[config.mk]
export PLATFORM = sky130hd
export DESIGN_NAME = stream_find_replace_unit
export DESIGN_NICKNAME = d
export VERILOG_FILES = /design/src/hw/rtl/sfr_pkg.sv /design/src/hw/rtl/stream_find_replace_unit.sv /design/src/hw/rtl/sfr_front.sv /design/src/hw/rtl/sfr_queue.sv /design/src/hw/rtl/sfr_back.sv
export SDC_FILE = /design/constraint.sdc
export NUM_CORES = 1
export LEC_CHECK = 0
export BUFFER_PORTS_ARGS = -buffer_cell sky130_fd_sc_hd__buf_2
export CORE_MARGIN = 5
export CORE_UTILIZATION = 43
export DETAILED_ROUTE_END_ITERATION = 6
export PLACE_DENSITY_LB_ADDON = 0.15
export SLEW_MARGIN = 30
export SYNTH_ARGS = -nofsm -noshare
export SYNTH_HDL_FRONTEND = slang
export SYNTH_SLANG_ARGS = --single-unit
[constraint.sdc]
create_clock -name aclk -period 9.09 [get_ports aclk]
set_input_delay 1.818 -clock aclk [delete_from_list [all_inputs] [get_ports aclk]]
set_output_delay 1.818 -clock aclk [all_outputs]
set_load 0.03 [all_outputs]
[src/hw/rtl/sfr_pkg.sv]
`timescale 1ns / 1ps

package sfr_pkg;

    localparam int MAX_PATTERN = 8;
    localparam int COUNT_BITS  = 16;

    localparam int BYTE_W     = 8;
    localparam int CFG_DATA_W = 64;
    localparam int CFG_CNT_W  = 4;
    localparam int CAP_W      = 16;
    localparam int CFG_IDX_W  = 3;
    localparam int TUSER_W    = 2;

    localparam int FILL_W = $clog2(MAX_PATTERN + 1);
    localparam int IDX_W  = (MAX_PATTERN > 1) ? $clog2(MAX_PATTERN) : 1;
    localparam int LIM_W  = (COUNT_BITS > CAP_W) ? COUNT_BITS : CAP_W;

    localparam logic [LIM_W-1:0] CNT_MAX = LIM_W'((64'd1 << COUNT_BITS) - 64'd1);
    localparam logic [CAP_W-1:0] CAPACITY_RESET = CAP_W'(256);

    localparam int QDEPTH = 4;
    localparam int QPTR_W = $clog2(QDEPTH);

    typedef enum logic [CFG_IDX_W-1:0] {
        CFG_FIND_PATTERN    = 3'd0,
        CFG_FIND_COUNT      = 3'd1,
        CFG_REPLACE_PATTERN = 3'd2,
        CFG_REPLACE_COUNT   = 3'd3,
        CFG_CAPACITY        = 3'd4
    } cfg_idx_t;

    typedef struct packed {
        logic [CFG_DATA_W-1:0] find_pattern;
        logic [CFG_CNT_W-1:0]  find_count;
        logic [CFG_DATA_W-1:0] replace_pattern;
        logic [CFG_CNT_W-1:0]  replace_count;
        logic [CAP_W-1:0]      capacity;
    } cfg_t;

    // one queue entry: what a single accepted byte asks the back end to do
    typedef struct packed {
        logic                              copy_en;
        logic [BYTE_W-1:0]                 copy_byte;
        logic                              repl_en;
        logic                              end_en;
        logic [FILL_W-1:0]                 tail_cnt;
        logic [MAX_PATTERN-1:0][BYTE_W-1:0] tail;
    } cmd_t;

    typedef enum logic [1:0] {
        PH_NEW,
        PH_MAIN,
        PH_TAIL,
        PH_END
    } phase_t;

    function automatic logic [FILL_W-1:0] clamp_count(input logic [CFG_CNT_W-1:0] c);
        logic [FILL_W-1:0] r;
        if (c > CFG_CNT_W'(MAX_PATTERN)) begin
            r = FILL_W'(MAX_PATTERN);
        end else begin
            r = FILL_W'(c);
        end
        return r;
    endfunction

endpackage

[src/hw/rtl/stream_find_replace_unit.sv]
`timescale 1ns / 1ps
// output: an accepted byte's result passes through the command queue and then the registered m_tvalid/m_tdata stage
// throughput: one byte per cycle while the command queue has room; a match emits
//   min(replace_count, 8) replacement bytes, fewer once output is full; the final byte adds the
//   flushed window bytes and an end marker; a 4-entry queue lets intake and output stall apart
// reset: synchronous active-low aresetn clears queue, window fill, counters and output valid;
//   configuration returns to its reset values (capacity 256, all else zero)

module stream_find_replace_unit (
    input  logic                          aclk,
    input  logic                          aresetn,
    input  logic                          cfg_wr_en,
    input  logic [sfr_pkg::CFG_IDX_W-1:0] cfg_addr,
    input  logic [sfr_pkg::CFG_DATA_W-1:0] cfg_wdata,
    input  logic                          s_tvalid,
    output logic                          s_tready,
    input  logic [7:0]                    s_tdata,   // in_byte
    input  logic                          s_tlast,   // in_last
    output logic                          m_tvalid,
    input  logic                          m_tready,
    output logic [7:0]                    m_tdata,   // out_byte
    output logic [1:0]                    m_tuser,   // out_valid, truncated
    output logic                          m_tlast    // out_last
);
    import sfr_pkg::*;

    cfg_t cfg_reg, cfg_next;
    logic clear;
    logic q_ready, push, pop, head_valid;
    cmd_t push_cmd, head;

    // a new find pattern or find count abandons the string in progress
    assign clear = cfg_wr_en &&
                   (cfg_addr == CFG_FIND_PATTERN || cfg_addr == CFG_FIND_COUNT);

    always_comb begin
        cfg_next = cfg_reg;
        if (cfg_wr_en) begin
            case (cfg_addr)
                CFG_FIND_PATTERN:    cfg_next.find_pattern    = cfg_wdata;
                CFG_FIND_COUNT:      cfg_next.find_count      = cfg_wdata[CFG_CNT_W-1:0];
                CFG_REPLACE_PATTERN: cfg_next.replace_pattern = cfg_wdata;
                CFG_REPLACE_COUNT:   cfg_next.replace_count   = cfg_wdata[CFG_CNT_W-1:0];
                CFG_CAPACITY:        cfg_next.capacity        = cfg_wdata[CAP_W-1:0];
                default: begin
                end
            endcase
        end
    end

    always_ff @(posedge aclk) begin
        if (!aresetn) begin
            cfg_reg <= '{find_pattern:    '0,
                         find_count:      '0,
                         replace_pattern: '0,
                         replace_count:   '0,
                         capacity:        CAPACITY_RESET};
        end else begin
            cfg_reg <= cfg_next;
        end
    end

    sfr_front u_front (
        .aclk     (aclk),
        .aresetn  (aresetn),
        .cfg      (cfg_reg),
        .clear    (clear),
        .in_valid (s_tvalid),
        .in_ready (s_tready),
        .in_byte  (s_tdata),
        .in_last  (s_tlast),
        .q_ready  (q_ready),
        .push     (push),
        .push_cmd (push_cmd)
    );

    sfr_queue u_queue (
        .aclk       (aclk),
        .aresetn    (aresetn),
        .push       (push),
        .push_cmd   (push_cmd),
        .q_ready    (q_ready),
        .pop        (pop),
        .head_valid (head_valid),
        .head       (head)
    );

    sfr_back u_back (
        .aclk       (aclk),
        .aresetn    (aresetn),
        .cfg        (cfg_reg),
        .clear      (clear),
        .head_valid (head_valid),
        .head       (head),
        .pop        (pop),
        .m_tvalid   (m_tvalid),
        .m_tready   (m_tready),
        .m_tdata    (m_tdata),
        .m_tuser    (m_tuser),
        .m_tlast    (m_tlast)
    );

endmodule

[src/hw/rtl/sfr_front.sv]
`timescale 1ns / 1ps

module sfr_front (
    input  logic                       aclk,
    input  logic                       aresetn,
    input  sfr_pkg::cfg_t              cfg,
    input  logic                       clear,
    input  logic                       in_valid,
    output logic                       in_ready,
    input  logic [sfr_pkg::BYTE_W-1:0] in_byte,
    input  logic                       in_last,
    input  logic                       q_ready,
    output logic                       push,
    output sfr_pkg::cmd_t              push_cmd
);
    import sfr_pkg::*;

    logic [MAX_PATTERN-1:0][BYTE_W-1:0] win_reg, win_next;
    logic [FILL_W-1:0]                  fill_reg, fill_next;
    logic [FILL_W-1:0]                  fc;
    logic                               accept;
    logic                               hit;
    cmd_t                               cmd;

    assign fc       = clamp_count(cfg.find_count);
    assign in_ready = q_ready;
    assign accept   = in_valid && in_ready;

    always_comb begin
        win_next  = win_reg;
        fill_next = fill_reg;
        hit       = 1'b1;
        cmd       = '0;
        if (fc == '0) begin
            cmd.copy_en   = 1'b1;
            cmd.copy_byte = in_byte;
        end else begin
            for (int k = 0; k < MAX_PATTERN; k++) begin
                if (FILL_W'(k) == fill_reg) begin
                    win_next[k] = in_byte;
                end
            end
            fill_next = fill_reg + 1'b1;
            if (fill_next == fc) begin
                for (int k = 0; k < MAX_PATTERN; k++) begin
                    if (FILL_W'(k) < fc &&
                        win_next[k] != cfg.find_pattern[BYTE_W*k +: BYTE_W]) begin
                        hit = 1'b0;
                    end
                end
                if (hit) begin
                    cmd.repl_en = 1'b1;
                    fill_next   = '0;
                end else begin
                    // oldest byte leaves the window, the rest slide down
                    cmd.copy_en   = 1'b1;
                    cmd.copy_byte = win_next[0];
                    for (int k = 0; k < MAX_PATTERN - 1; k++) begin
                        win_next[k] = win_next[k+1];
                    end
                    fill_next = fc - 1'b1;
                end
            end
        end
        if (in_last) begin
            cmd.end_en   = 1'b1;
            cmd.tail_cnt = fill_next;
            cmd.tail     = win_next;
            fill_next    = '0;
        end
    end

    assign push     = accept && (cmd.copy_en || cmd.repl_en || cmd.end_en);
    assign push_cmd = cmd;

    always_ff @(posedge aclk) begin
        if (!aresetn) begin
            fill_reg <= '0;
        end else if (clear) begin
            fill_reg <= '0;
        end else if (accept) begin
            fill_reg <= fill_next;
        end
    end

    always_ff @(posedge aclk) begin
        if (accept) begin
            win_reg <= win_next;
        end
    end

endmodule

[src/hw/rtl/sfr_queue.sv]
`timescale 1ns / 1ps

module sfr_queue (
    input  logic          aclk,
    input  logic          aresetn,
    input  logic          push,
    input  sfr_pkg::cmd_t push_cmd,
    output logic          q_ready,
    input  logic          pop,
    output logic          head_valid,
    output sfr_pkg::cmd_t head
);
    import sfr_pkg::*;

    cmd_t              mem_reg [QDEPTH];
    logic [QPTR_W-1:0] wr_ptr_reg, wr_ptr_next;
    logic [QPTR_W-1:0] rd_ptr_reg, rd_ptr_next;
    logic [QPTR_W:0]   count_reg, count_next;
    logic              do_pop;

    assign q_ready    = (count_reg != (QPTR_W+1)'(QDEPTH));
    assign head_valid = (count_reg != '0);
    assign head       = mem_reg[rd_ptr_reg];
    assign do_pop     = pop && head_valid;

    always_comb begin
        wr_ptr_next = wr_ptr_reg + QPTR_W'(push);
        rd_ptr_next = rd_ptr_reg + QPTR_W'(do_pop);
        count_next  = count_reg + (QPTR_W+1)'(push) - (QPTR_W+1)'(do_pop);
    end

    always_ff @(posedge aclk) begin
        if (!aresetn) begin
            wr_ptr_reg <= '0;
            rd_ptr_reg <= '0;
            count_reg  <= '0;
        end else begin
            wr_ptr_reg <= wr_ptr_next;
            rd_ptr_reg <= rd_ptr_next;
            count_reg  <= count_next;
        end
    end

    always_ff @(posedge aclk) begin
        if (push) begin
            mem_reg[wr_ptr_reg] <= push_cmd;
        end
    end

endmodule

[src/hw/rtl/sfr_back.sv]
`timescale 1ns / 1ps

module sfr_back (
    input  logic                        aclk,
    input  logic                        aresetn,
    input  sfr_pkg::cfg_t               cfg,
    input  logic                        clear,
    input  logic                        head_valid,
    input  sfr_pkg::cmd_t               head,
    output logic                        pop,
    output logic                        m_tvalid,
    input  logic                        m_tready,
    output logic [sfr_pkg::BYTE_W-1:0]  m_tdata,
    output logic [sfr_pkg::TUSER_W-1:0] m_tuser,
    output logic                        m_tlast
);
    import sfr_pkg::*;

    phase_t                             phase_reg, phase_next, eff_phase;
    logic [FILL_W-1:0]                  k_reg, k_next, k_inc;
    logic [COUNT_BITS-1:0]              wc_reg, wc_next, wc_inc;
    logic                               drop_reg, drop_next;
    logic                               m_tvalid_reg, m_tvalid_next;
    logic [BYTE_W-1:0]                  m_tdata_reg;
    logic [TUSER_W-1:0]                 m_tuser_reg;
    logic                               m_tlast_reg;

    logic [CAP_W-1:0]                   cap_m1;
    logic [LIM_W-1:0]                   lim;
    logic                               full, full_after;
    logic [FILL_W-1:0]                  rc;
    logic [MAX_PATTERN-1:0][BYTE_W-1:0] repl_bytes;
    logic                               step, slot_free;
    logic                               emit, main_done;
    logic [BYTE_W-1:0]                  emit_byte;
    logic [TUSER_W-1:0]                 emit_user;
    logic                               emit_last;

    assign cap_m1 = (cfg.capacity == '0) ? '0 : cfg.capacity - 1'b1;
    assign lim    = (LIM_W'(cap_m1) > CNT_MAX) ? CNT_MAX : LIM_W'(cap_m1);
    assign rc     = clamp_count(cfg.replace_count);

    always_comb begin
        for (int k = 0; k < MAX_PATTERN; k++) begin
            repl_bytes[k] = cfg.replace_pattern[BYTE_W*k +: BYTE_W];
        end
    end

    assign wc_inc     = wc_reg + 1'b1;
    assign k_inc      = k_reg + 1'b1;
    assign full       = (LIM_W'(wc_reg) >= lim);
    assign full_after = (LIM_W'(wc_inc) >= lim);

    assign slot_free = !m_tvalid_reg || m_tready;
    assign step      = head_valid && slot_free;

    // a fresh head entry starts in the first phase it has work for
    always_comb begin
        if (phase_reg == PH_NEW) begin
            if (head.copy_en || head.repl_en) begin
                eff_phase = PH_MAIN;
            end else if (head.tail_cnt != '0) begin
                eff_phase = PH_TAIL;
            end else begin
                eff_phase = PH_END;
            end
        end else begin
            eff_phase = phase_reg;
        end
    end

    always_comb begin
        phase_next = phase_reg;
        k_next     = k_reg;
        wc_next    = wc_reg;
        drop_next  = drop_reg;
        pop        = 1'b0;
        emit       = 1'b0;
        emit_byte  = '0;
        emit_user  = '0;
        emit_last  = 1'b0;
        main_done  = 1'b0;
        if (step) begin
            case (eff_phase)
                PH_MAIN: begin
                    if (head.copy_en) begin
                        if (full) begin
                            drop_next = 1'b1;
                        end else begin
                            emit      = 1'b1;
                            emit_byte = head.copy_byte;
                            emit_user = 2'b01;
                            wc_next   = wc_inc;
                        end
                        main_done = 1'b1;
                    end else if (k_reg == '0 && full) begin
                        drop_next = 1'b1;
                        main_done = 1'b1;
                    end else if (k_reg >= rc) begin
                        main_done = 1'b1;
                    end else begin
                        emit      = 1'b1;
                        emit_byte = repl_bytes[k_reg[IDX_W-1:0]];
                        emit_user = 2'b01;
                        wc_next   = wc_inc;
                        k_next    = k_inc;
                        main_done = (k_inc >= rc) || full_after;
                    end
                    if (main_done) begin
                        k_next = '0;
                        if (head.tail_cnt != '0) begin
                            phase_next = PH_TAIL;
                        end else if (head.end_en) begin
                            phase_next = PH_END;
                        end else begin
                            pop        = 1'b1;
                            phase_next = PH_NEW;
                        end
                    end else begin
                        phase_next = PH_MAIN;
                    end
                end
                PH_TAIL: begin
                    if (full) begin
                        drop_next = 1'b1;
                    end else begin
                        emit      = 1'b1;
                        emit_byte = head.tail[k_reg[IDX_W-1:0]];
                        emit_user = 2'b01;
                        wc_next   = wc_inc;
                    end
                    if (k_inc >= head.tail_cnt) begin
                        k_next = '0;
                        if (head.end_en) begin
                            phase_next = PH_END;
                        end else begin
                            pop        = 1'b1;
                            phase_next = PH_NEW;
                        end
                    end else begin
                        k_next     = k_inc;
                        phase_next = PH_TAIL;
                    end
                end
                PH_END: begin
                    emit       = 1'b1;
                    emit_byte  = '0;
                    emit_user  = {drop_reg, 1'b0};
                    emit_last  = 1'b1;
                    wc_next    = '0;
                    drop_next  = 1'b0;
                    k_next     = '0;
                    pop        = 1'b1;
                    phase_next = PH_NEW;
                end
                default: begin
                    phase_next = PH_NEW;
                end
            endcase
        end
        if (clear) begin
            phase_next = PH_NEW;
            k_next     = '0;
            wc_next    = '0;
            drop_next  = 1'b0;
        end
    end

    assign m_tvalid_next = emit ? 1'b1 : (m_tready ? 1'b0 : m_tvalid_reg);

    always_ff @(posedge aclk) begin
        if (!aresetn) begin
            phase_reg    <= PH_NEW;
            k_reg        <= '0;
            wc_reg       <= '0;
            drop_reg     <= 1'b0;
            m_tvalid_reg <= 1'b0;
        end else begin
            phase_reg    <= phase_next;
            k_reg        <= k_next;
            wc_reg       <= wc_next;
            drop_reg     <= drop_next;
            m_tvalid_reg <= m_tvalid_next;
        end
    end

    always_ff @(posedge aclk) begin
        if (emit) begin
            m_tdata_reg <= emit_byte;
            m_tuser_reg <= emit_user;
            m_tlast_reg <= emit_last;
        end
    end

    assign m_tvalid = m_tvalid_reg;
    assign m_tdata  = m_tdata_reg;
    assign m_tuser  = m_tuser_reg;
    assign m_tlast  = m_tlast_reg;

endmodule

## Word level (Yosys, flattened, before mapping)

Memory sizes are Yosys's and may differ from the RTL's. A register that Yosys moved wholly into a read port is not among the register bits.
Index checks and enable logic that the tools add are counted.

- Logic and storage cells: 227
- Bits in registers: 262
- Output and inout bits: 13
- Bits of input ports: 81
- Bits in writable memories: 316
- Memories: 1

- Add/sub/neg operators: 9
- Bitwise logic cells: 1
- Magnitude comparators: 17
- Muxes and demuxes: 104
- Reduce and logical (&&, ||, !) cells: 40
- Equal/unequal tests: 30

Memory list:

| memory | words | bits a word | rd ports | clocked after memory_dff | write ports | RTL line | source |
|---|---|---|---|---|---|---|---|
| u_queue.mem_reg | 4 | 79 | 1 | 1 | 1 | sfr_queue.sv:15 | `cmd_t mem_reg [QDEPTH];` |

Operators with widths:

| operator | count |
|---|---|
| $mux W8 | 23 |
| $mux W56 | 2 |
| $mux W16 | 6 |
| $mux W69 | 1 |
| $mux W64 | 1 |
| $ne A8 B8 Y1 | 8 |
| $bmux W8 S3 | 2 |
| $pmux W16 S3 | 1 |
| $mux W4 | 11 |
| $mux W1 | 38 |
| $ge A16 B16 Y1 | 2 |
| $mux W2 | 9 |
| $mux W9 | 2 |
| $add A16 B1 Y16 const B | 1 |
| $eq A3 B4 Y1 const A | 4 |
| $gt A16 B16 Y1 const B | 1 |
| $logic_not A16 Y1 | 1 |
| $lt A3 B4 Y1 const A | 4 |
| $pmux W8 S2 | 1 |
| $sub A16 B1 Y16 const B | 1 |
| $logic_and A1 B1 Y1 | 14 |
| $ge A4 B4 Y1 | 3 |
| $logic_not A4 Y1 | 3 |
| $ne A3 B3 Y1 const B | 4 |
| 37 further kinds | 58 |

## Longest topological paths before layout

Gate-level depths: netlist of run 1.

- Word-level depth: 24
- Mapped depth: 23
- Gate-level depth less buffers: 23

## By module

Synthesis of run 1 repeated with hierarchy kept, for this count alone.

- Cells, all modules: 2311
- Area total of the unflattened synthesis: 28773.8 sq um

Modules (own cells, without submodules):

| module | area each (sq um) | seq. area each (sq um) | times used | cells an instance |
|---|---|---|---|---|
| sfr_queue | 11846.4 | 9629.2 | 1 | 449 |
| sfr_front | 6897.9 | 2001.9 | 1 | 836 |
| stream_find_replace_unit | 5760.5 | 3042.9 | 1 | 568 |
| sfr_back | 4269.1 | 810.8 | 1 | 458 |

## Worst setup path before layout of run 1

Ideal clock, no wire load.

- Path kind: input to register
- Start point: input port s_tlast
- End point: memory u_queue.mem_reg[0][0] (netlist bit) (enable)
- Buffers on the path: 1
- Required time: 8.461 ns
- Stages on the path: 4
- Slack: 0.015 ns
- Setup time: 0.629 ns
- Arrival time: 8.445 ns
- Cell sequence: clkbuf_1 -> clkinv_1 -> a31oi_1 -> nor3b_1

- Cells in the longest elaborated chain, start to end: 5

RTL lines:

| element | RTL line | source |
|---|---|---|
| start, declared | stream_find_replace_unit.sv:18 | `input logic s_tlast,` |
| $mux W69 | sfr_front.sv:65 | `if (in_last) begin` |
| $logic_or A1 B1 Y1 | sfr_front.sv:73 | `assign push = accept && (cmd.copy_en \|\| cmd.repl_en \|\| cmd.end_en);` |
| $logic_and A1 B1 Y1 | sfr_front.sv:73 |  |
| $mux W1 | sfr_queue.sv:45 | `if (push) begin` |
| $mux W1 (not written as such) | sfr_queue.sv:46 | `mem_reg[wr_ptr_reg] <= push_cmd;` |
| end, declared | sfr_queue.sv:15 |  |

No other way between the ends.

==> qor.yml, run 1 <==
wl_microns: 94700
max_freq_mhz: 161
grt_overflow: 0
avgSynthCellArea_sq_um: 11.6
synth.net_count: 2684
ys_seq_area_frac: 0.528
antenna_found_initial: 2
intPower_mw: 5.34
p_per_area_nw_per_um2: 236
grtUsageTotal: 0.251
netlist_area_sq_um: 29300
rsz0062_at_grt: "false"
slowest_delay_ps: 730
synth.distinct_cells: 90
htreeDepth: 2
synth_flop_cell: "edfxtp_1"
cts.sinks: 578
drt_iter0_drc: 2105
cp-start-kind: "primary input"
end_kind: "flip-flop"
multi_input_area_sq_um: 12900
crit_chain: "buf_2 > inv_1 > a222oi_1 > a22o_1 > nor4b_2 > nand4_2 > a2111oi_4 > or3_1 > buf_4 > a21boi_4 > o21ai_4 > o2111a_1"
core.rowCount: 95
seqCellArea_sq_um: 15500
die_w_microns: 271
final_common_cell: "nand2_1"
numCtsBuffers: 61
finalCritPeriodShare: 0.683
n_fill_cell: 6048
yosysWarnings: 0
io_buffers: 93
status: "complete, no violations"
synth-seq-cells: 578
place_area_sq_um: 30600
area_delta_synth_final_pct: 11.3
hpwl_microns: 65500
ant_nets: 0
start_util: 0.435
io_pins: 94
drc_errors: 0
swShare: 0.307
seq_power_share: 0.449
drt_first_pass_iters: 6
worstMarginPinSlew_ps: 995
final_cell_mix: "nand2_1, edfxtp_1, dfxtp_1"
cp.required_ps: 9490
final_layout_size_suffix_gt1_frac: 0.152
p_switching_mw: 2.36
postCtsSetupBuffers: 0
hold_violations: 0
dr_total_vias: 21420
clk_pin_slew_worst_paths_ps: 60
min_path_type: "reg -> reg"
viasPerCell: 6.15
cts_max_path_buffers: 3
grt_pass1_wl_microns: 140000
clock_latency_ps: 680
place_congestion: 0.941
die_area_sq_um: 73600
fin_crit_ps: 6210
combinationalPowerShare: 0.222
nNetsFinal: 2707
critical_path_class: "in -> reg"
grt_pass1_vias: 20878
clockRootBuffer: "clkbuf_16"
worst_ep_arrival_time_ps: 6610
cts_tree: "built"
drv_slew: 0
vdd_drop_max_mv: 0.179
path_max_fanout: 20
async_reset_ff_frac: 0
netlist_instances: 2535
leakagePower_nw: 11.5
clkPwrFrac: 0.329
largest_register_ffs: 316
setup_viol: 0
grt_max_degree: 91
die_h_microns: 271
cts_hold_buf: 0
cts_resized: 0
slowest_stage: "or3_1"
synth_edf_count: 391
clock-skew-final_ps: 64.1
relSlewSlack: 0.337
fin_tns_setup_ps: 0
cap_violations: 0
finish.instance_area_sq_um: 32700
routedWlPerCell_microns: 27.2
coreArea_sq_um: 67400
-- critical path, delay by kind of cell --
family | cells | cell delay (ps)
AOI/OAI and AO/OA | 6 | 2280
and+or+nand+nor | 3 | 1170
buffers and inverters | 3 | 1280
-- power by group through the flow --
stage,clock [mW],sequential [mW],combinational [mW]
after detailed placement,0,3.54,1.67
after global placement,0,3.53,1.65
after CTS,2.58,3.49,1.68
final,2.53,3.46,1.71
after floorplan,0,3.43,1.13
after global routing,2.70,3.47,1.84
-- cell usage after synthesis, types with 9 or more instances --
library cell / instances / area share
a211o_1: 34 / 0.010
a211oi_1: 21 / 0.0054
a21boi_0: 144 / 0.037
a21o_1: 12 / 0.0031
a21oi_1: 87 / 0.015
a221oi_1: 13 / 0.0039
a22o_1: 11 / 0.0033
a22oi_1: 13 / 0.0033
a31oi_1: 14 / 0.0030
and2_1: 20 / 0.0043
and3_1: 22 / 0.0047
buf_2: 16 / 0.0027
clkbuf_1: 138 / 0.018
dfxtp_1: 187 / 0.13
edfxtp_1: 391 / 0.40
ha_1: 67 / 0.029
inv_1: 73 / 0.0093
mux2_2: 9 / 0.0035
mux2i_1: 65 / 0.022
mux4_2: 111 / 0.085
nand2_1: 424 / 0.054
nand2b_1: 19 / 0.0041
nand3_1: 42 / 0.0072
nor2_1: 123 / 0.016
nor2b_1: 18 / 0.0038
nor3_1: 49 / 0.0084
nor4_1: 16 / 0.0034
o2111a_1: 35 / 0.013
o211a_1: 36 / 0.012
o21ai_0: 48 / 0.0082
o22a_1: 9 / 0.0027
o22ai_1: 26 / 0.0055
xnor2_1: 26 / 0.0078
xor2_1: 35 / 0.010
-- layer usage --
layer  track usage  share of wire
met1         0.342           0.42
met2         0.406           0.47
met3        0.0385          0.067
met4        0.0982          0.045
met5             0              0
-- cells by family after synthesis --
logic type / Yosys count / share of synthesized area
AOI/OAI and AO/OA: 595 / 0.155
xor gates and xnor gates: 61 / 0.0182
adders and majority gates: 68 / 0.0292
buffers and inverters: 247 / 0.0344
DFF: 578 / 0.528
muxes: 185 / 0.111
and+or+nand+nor: 801 / 0.124
-- through the flow --
step / util / setup slack (ps) / instances / total power, mW / hold slack [ps]
final: 0.485 / 2880 / 3483 / 7.70 / 466
after global routing: 0.485 / 2560 / 3482 / 8.01 / 484
after CTS: 0.484 / 2960 / 3481 / 7.74 / 464
after detailed placement: 0.454 / 2360 / 3367 / 5.21 / 456
after global placement: 0.453 / 2470 / 3365 / 5.18 / 447
after floorplan: - / 15.5 / 2535 / 4.56 / 440
-- cell type report --
class | count | share of cell area
antenna | 1 | 0.0000766
clock buffer | 82 | 0.0513
clock inverter | 32 | 0.0115
sequential | 578 | 0.474
multi-input combinational | 1710 | 0.395
inverter | 75 | 0.00862
timing repair buffer | 132 | 0.0252
tap | 873 | 0.0334
-- worst paths after layout --
kind	slack (ps)	end	start	cells past startpoint
hold reg to reg	470	cfg_reg[42]	cfg_reg[42]	2
hold / removal	470	cfg_reg[42]	cfg_reg[42]	2
setup reg to reg	3040	u_queue.count_reg[2]	cfg_reg[8]	21
setup / recovery	2880	u_queue.mem_reg[3][27]	s_tdata[3]	12
No activity file was read; power rests on OpenSTA's default activity.
==> inputs of run 2 (changes only) <==
==> constraint.sdc (replaced) <==
create_clock -name aclk -period 5.7 [get_ports aclk]
set_input_delay 1.14 -clock aclk [delete_from_list [all_inputs] [get_ports aclk]]
set_output_delay 1.14 -clock aclk [all_outputs]
set_load 0.03 [all_outputs]
==> run 2 against run 1 <==
Effect of this change:
- utilization up 0.63 points
- die area unchanged
- final area up 1.3%
- routed wire length down 3.4%
- highest routed layer is now met5
- sequential power up 58%
- largest cell class unchanged
- sequential share of layout area down 0.61 points
- setup slack worse by 2400 ps
- combinational power up 62%
- via count up 0.18%
- first-iteration DRC count down 1.2%
- non-clock buffer count up 30
- hold slack worse by 2.1 ps
==> qor.yml, run 2 (same netlist as run 1, synthesis figures left out) <==
place_congestion: 0.947
multi_input_area_sq_um: 12900
io_buffers: 93
critPathBufInv: 1
wl_microns: 91500
p_per_area_nw_per_um2: 379
combinationalPowerShare: 0.221
grt_overflow: 0
clock_latency_ps: 620
n_fill_cell: 5993
end_kind: "flip-flop"
worstMarginPinSlew_ps: 958
finalCritPeriodShare: 0.920
final_core_util: 0.491
seqCellArea_sq_um: 15500
grt_max_degree: 86
final_cells: 3518
cp-start-kind: "flip-flop"
intPower_mw: 8.78
drt_first_pass_iters: 6
fin_tns_setup_ps: 0
die_w_microns: 271
coreArea_sq_um: 67400
viasPerCell: 6.10
routedWlPerCell_microns: 26.0
dp_cells: 3397
crit_chain: "or4_1 > nor4_1 > nand4b_1 > and2_1 > ha_1 > nand2b_1 > a21o_1 > a21o_1 > a21o_1 > a211oi_1 > o221ai_2 > a211oi_2 > nor3b_1 > o21bai_1 > a21oi_1 > ha_1 > inv_1 > ha_1 > fa_1 > xnor2_1 > and2_1"
grt_pass1_wl_microns: 137000
leakagePower_nw: 11.8
slowest_delay_ps: 610
max_freq_mhz: 191
fin_crit_ps: 5240
slowest_stage: "or4_1"
drc_errors: 0
hold_violations: 0
cts_tree: "built"
grtUsageTotal: 0.244
numCtsBuffers: 66
cap_violations: 0
final_common_cell: "nand2_1"
rrSetupSlack_ps: 460
drv_slew: 0
nNetsFinal: 2742
io_pins: 94
seq_power_share: 0.435
critPathTopFamily: "simple AND/OR/NAND/NOR gates"
dr_total_vias: 21459
clockRootBuffer: "clkbuf_16"
finish.instance_area_sq_um: 33100
critical_path_class: "reg -> reg"
status: "complete, no violations"
hpwl_microns: 63800
relSlewSlack: 0.361
core.rowCount: 95
worst_ep_arrival_time_ps: 5740
cts_max_path_buffers: 3
min_path_type: "reg -> reg"
p_switching_mw: 3.77
antenna_found_initial: 2
clkPwrFrac: 0.345
largest_register_ffs: 316
ant_nets: 0
path_max_fanout: 6
setup_viol: 0
start_util: 0.435
swShare: 0.300
die_h_microns: 271
hold-worst-slack_ps: 464
cp.required_ps: 6190
cts_hold_buf: 0
grt_pass1_vias: 21011
die_area_sq_um: 73600
place_area_sq_um: 30800
final_layout_size_suffix_gt1_frac: 0.160
clock-skew-final_ps: 26.2
clk_pin_slew_worst_paths_ps: 60
rsz0062_at_grt: "false"
vdd_drop_max_mv: 0.298
area_delta_synth_final_pct: 12.7
htreeDepth: 3
cts.sinks: 578
final_cell_mix: "nand2_1, edfxtp_1, dfxtp_1"
drt_iter0_drc: 2080
==> run 2: cell count changes in the layout (fill, tap and decap cells not counted), moves of 2 or more <==
| cell | before | now |
|---|---|---|
| clkinv_2 | 15 | 11 |
| nand2_2 | 2 | 0 |
| inv_16 | 0 | 4 |
| clkinv_16 | 3 | 1 |
| buf_4 | 33 | 63 |
| buf_6 | 3 | 0 |
| buf_12 | 2 | 6 |
| clkinv_1 | 4 | 10 |
| clkinvlp_4 | 6 | 1 |
| clkbuf_16 | 62 | 68 |
==> run 2: through the flow <==
stage                     total power [mW]  worst slack [ps]
after floorplan                       7.26              86.6
after global placement                8.26               351
after detailed placement              8.31               300
after CTS                             12.7               261
after global routing                  13.1               153
final                                 12.6               457
==> run 2: power groups by stage <==
stage / clock network [mW] / registers [mW] / logic, mW
3_5_place_dp: 0 / 5.53 / 2.78
5_1_grt: 4.60 / 5.48 / 2.98
3_3_place_gp: 0 / 5.51 / 2.75
2_1_floorplan: 0 / 5.46 / 1.80
6_report: 4.33 / 5.46 / 2.77
4_1_cts: 4.41 / 5.45 / 2.79
==> run 2: cell type report <==
cell class,count,area share
flip-flops and latches,578,0.468
multi-input cells,1710,0.391
clock buffers,89,0.0553
well taps,873,0.0330
repair buffers,162,0.0327
clock inverters,30,0.0114
inverters,75,0.00855
diodes,1,0.0000756
==> run 2: final timing paths <==
check,start,end,depth (start not counted)
setup reg to reg,cfg_reg[8],u_queue.count_reg[2],21
setup / recovery,cfg_reg[8],u_queue.count_reg[2],21
hold reg to reg,cfg_reg[39],cfg_reg[39],2
hold / removal,cfg_reg[39],cfg_reg[39],2
==> run 2: layer usage <==
| metal | up-vias | wire length, microns | global-route usage |
|---|---|---|---|
| met3 | 177 | 5350 | 0.0316 |
| met2 | 795 | 42800 | 0.394 |
| met4 | 2 | 3790 | 0.0940 |
| li1 | 9705 | - | - |
| met1 | 10780 | 39500 | 0.337 |
| met5 | - | 13 | 0 |
==> run 2: repair_timing <==
action | 4_1_cts | 5_1_grt
setup buffers | 0 | 0
gates resized for setup | 0 | 1
setup endpoints to repair | 0 | 1
==> run 2: tightest hold or removal path, stage by stage, from the launching register on <==
cell and delay, ps:
dfxtp_1 300, nand2_1 50, a21boi_0 60
==> inputs of run 3 (changes only) <==
--- a/config.mk
+++ b/config.mk
@@ -7,7 +7,7 @@
 export LEC_CHECK = 0
 export BUFFER_PORTS_ARGS = -buffer_cell sky130_fd_sc_hd__buf_2
 export CORE_MARGIN = 5
-export CORE_UTILIZATION = 43
+export CORE_UTILIZATION = 49
 export DETAILED_ROUTE_END_ITERATION = 6
 export PLACE_DENSITY_LB_ADDON = 0.15
 export SLEW_MARGIN = 30
==> run 3 against run 2 <==
Effect of this change:
- setup slack improved by 69 ps
- final area fell by 1.0%
- global-route usage rose by 2.5 points
- hold slack about the same
- first-iteration DRC count is 12% higher
- register-to-register slack improved by 70 ps
- final cell count fell by 3.1%
- clock power decreased by 6.0%
- die area decreased by 12%
- critical path depth stayed put
- critical path type unchanged
- critical endpoint unchanged
- largest cell class unchanged
- highest routed layer unchanged
==> qor.yml, run 3 (same netlist as run 1, synthesis figures left out) <==
status: "complete, no violations"
setup_viol: 0
p_per_area_nw_per_um2: 374
worstMarginPinSlew_ps: 974
critical_path_class: "reg -> reg"
grt_overflow: 0
r2r-end: "u_queue.count_reg[2]"
largest_register_ffs: 316
drt_first_pass_iters: 7
final_cell_mix: "nand2_1, edfxtp_1, dfxtp_1"
fin_crit_ps: 5170
grt_max_degree: 110
routedWlPerCell_microns: 25.9
final_layout_size_suffix_gt1_frac: 0.156
cap_violations: 0
finalCritPeriodShare: 0.908
worst_ep_arrival_time_ps: 5690
clockRootBuffer: "clkbuf_16"
die_h_microns: 255
end_kind: "flip-flop"
vdd_drop_max_mv: 0.266
drt_iter0_drc: 2322
dp_cells: 3292
cp.required_ps: 6220
area_delta_synth_final_pct: 11.6
hpwl_microns: 61100
io_buffers: 93
min_to: "cfg_reg[69]"
cp-start-kind: "flip-flop"
fin_tns_setup_ps: 0
start_util: 0.496
io_pins: 94
holdPathStages: 2
viasPerCell: 6.33
clock_latency_ps: 640
min_path_type: "reg -> reg"
rsz0062_at_grt: "false"
grt_pass1_wl_microns: 133000
htreeDepth: 2
antenna_found_initial: 3
final_common_cell: "nand2_1"
clk_pin_slew_worst_paths_ps: 60
final_core_util: 0.554
wl_microns: 88300
multi_input_area_sq_um: 12900
cts_max_path_buffers: 3
place_area_sq_um: 30700
die_area_sq_um: 64900
coreArea_sq_um: 59100
die_w_microns: 255
leakagePower_nw: 11.7
relSlewSlack: 0.351
clock-skew-final_ps: 32.5
grt_pass1_vias: 21173
drv_slew: 0
cts_tree: "built"
hold_start: "cfg_reg[69]"
rrSetupSlack_ps: 530
r2r_start: "cfg_reg[2]"
cts.sinks: 578
hold_violations: 0
max_freq_mhz: 193
hold-worst-slack_ps: 464
place_congestion: 0.990
n_fill_cell: 4984
reg2regPathDepth: 21
finish.instance_area_sq_um: 32700
nNetsFinal: 2731
grtUsageTotal: 0.268
final_cells: 3408
drc_errors: 0
core.rowCount: 89
path_max_fanout: 5
dr_total_vias: 21565
numCtsBuffers: 61
ant_nets: 0
cts_hold_buf: 0
seqCellArea_sq_um: 15500
-- run 3: cell count changes in the layout (fill, tap and decap cells not counted), sizes merged --
cell	change
bufinv	+2
clkinvlp	+2
clkbuf	-8
buf	-6
clkinv	-1
diode	+1
-- run 3: repair_timing --
item,in CTS,in global routing
buffers inserted,0,0
resized for setup,0,1
endpoints found under the hold margin,0,0
setup endpoints to repair,0,2
-- run 3: cell type report --
| class | instances | share of cell area |
|---|---|---|
| diodes | 2 | 0.000153 |
| repair buffers | 156 | 0.0314 |
| flip-flops and latches | 578 | 0.473 |
| clock buffers | 81 | 0.0505 |
| clock inverters | 33 | 0.0118 |
| inverters | 75 | 0.00863 |
| well taps | 773 | 0.0295 |
| multi-input cells | 1710 | 0.395 |
-- run 3: layer usage --
metal,vias to the layer above,part of all wire,GRT usage
met2,939,0.47,0.435
met3,211,0.065,0.0416
met5,-,0.00019,0
li1,9679,-,-
met1,10734,0.42,0.367
met4,2,0.044,0.106
-- run 3: power by group --
group	switching (mW)	internal (mW)	total [mW]
logic	1.59	1.13	2.72
clock network	1.67	2.40	4.07
registers	0.370	5.10	5.47
total	3.63	8.62	12.3
-- run 3: worst max-delay path, stage by stage, from the launching register on --
cell      delay [ps]
dfxtp_1          350
or4_1            570
nor3_1           340
nand4b_1         170
and2_1           220
ha_1             270
nand2b_1         140
a21o_1           180
a21o_1           170
a21o_1           170
a211oi_1         370
o221ai_2         190
a211oi_2         320
nor3b_1          100
o21bai_1         140
a21oi_1          110
ha_1             300
inv_1             40
ha_1             200
fa_1             440
xnor2_1          130
and2_1           150
-- run 3: worst max path at each step --
stage	startpoint	to	slack, ps	cells after the start
floorplan	u_front.fill_reg[0]	u_queue.mem_reg[0][0]	90	8
global placement	cfg_reg[8]	u_queue.count_reg[2]	420	21
detailed placement	cfg_reg[8]	u_queue.count_reg[2]	350	21
CTS	cfg_reg[8]	u_queue.count_reg[2]	320	21
global route	cfg_reg[8]	u_queue.count_reg[2]	40	21
finish	cfg_reg[2]	u_queue.count_reg[2]	530	21
-- run 3: per-stage QoR --
stage               setup WS [ps]  total power, mW
finish                        525             12.3
global route                 42.9             12.7
CTS                           321             12.3
detailed placement            354             8.27
global placement              423             8.20
floorplan                    86.6             7.26
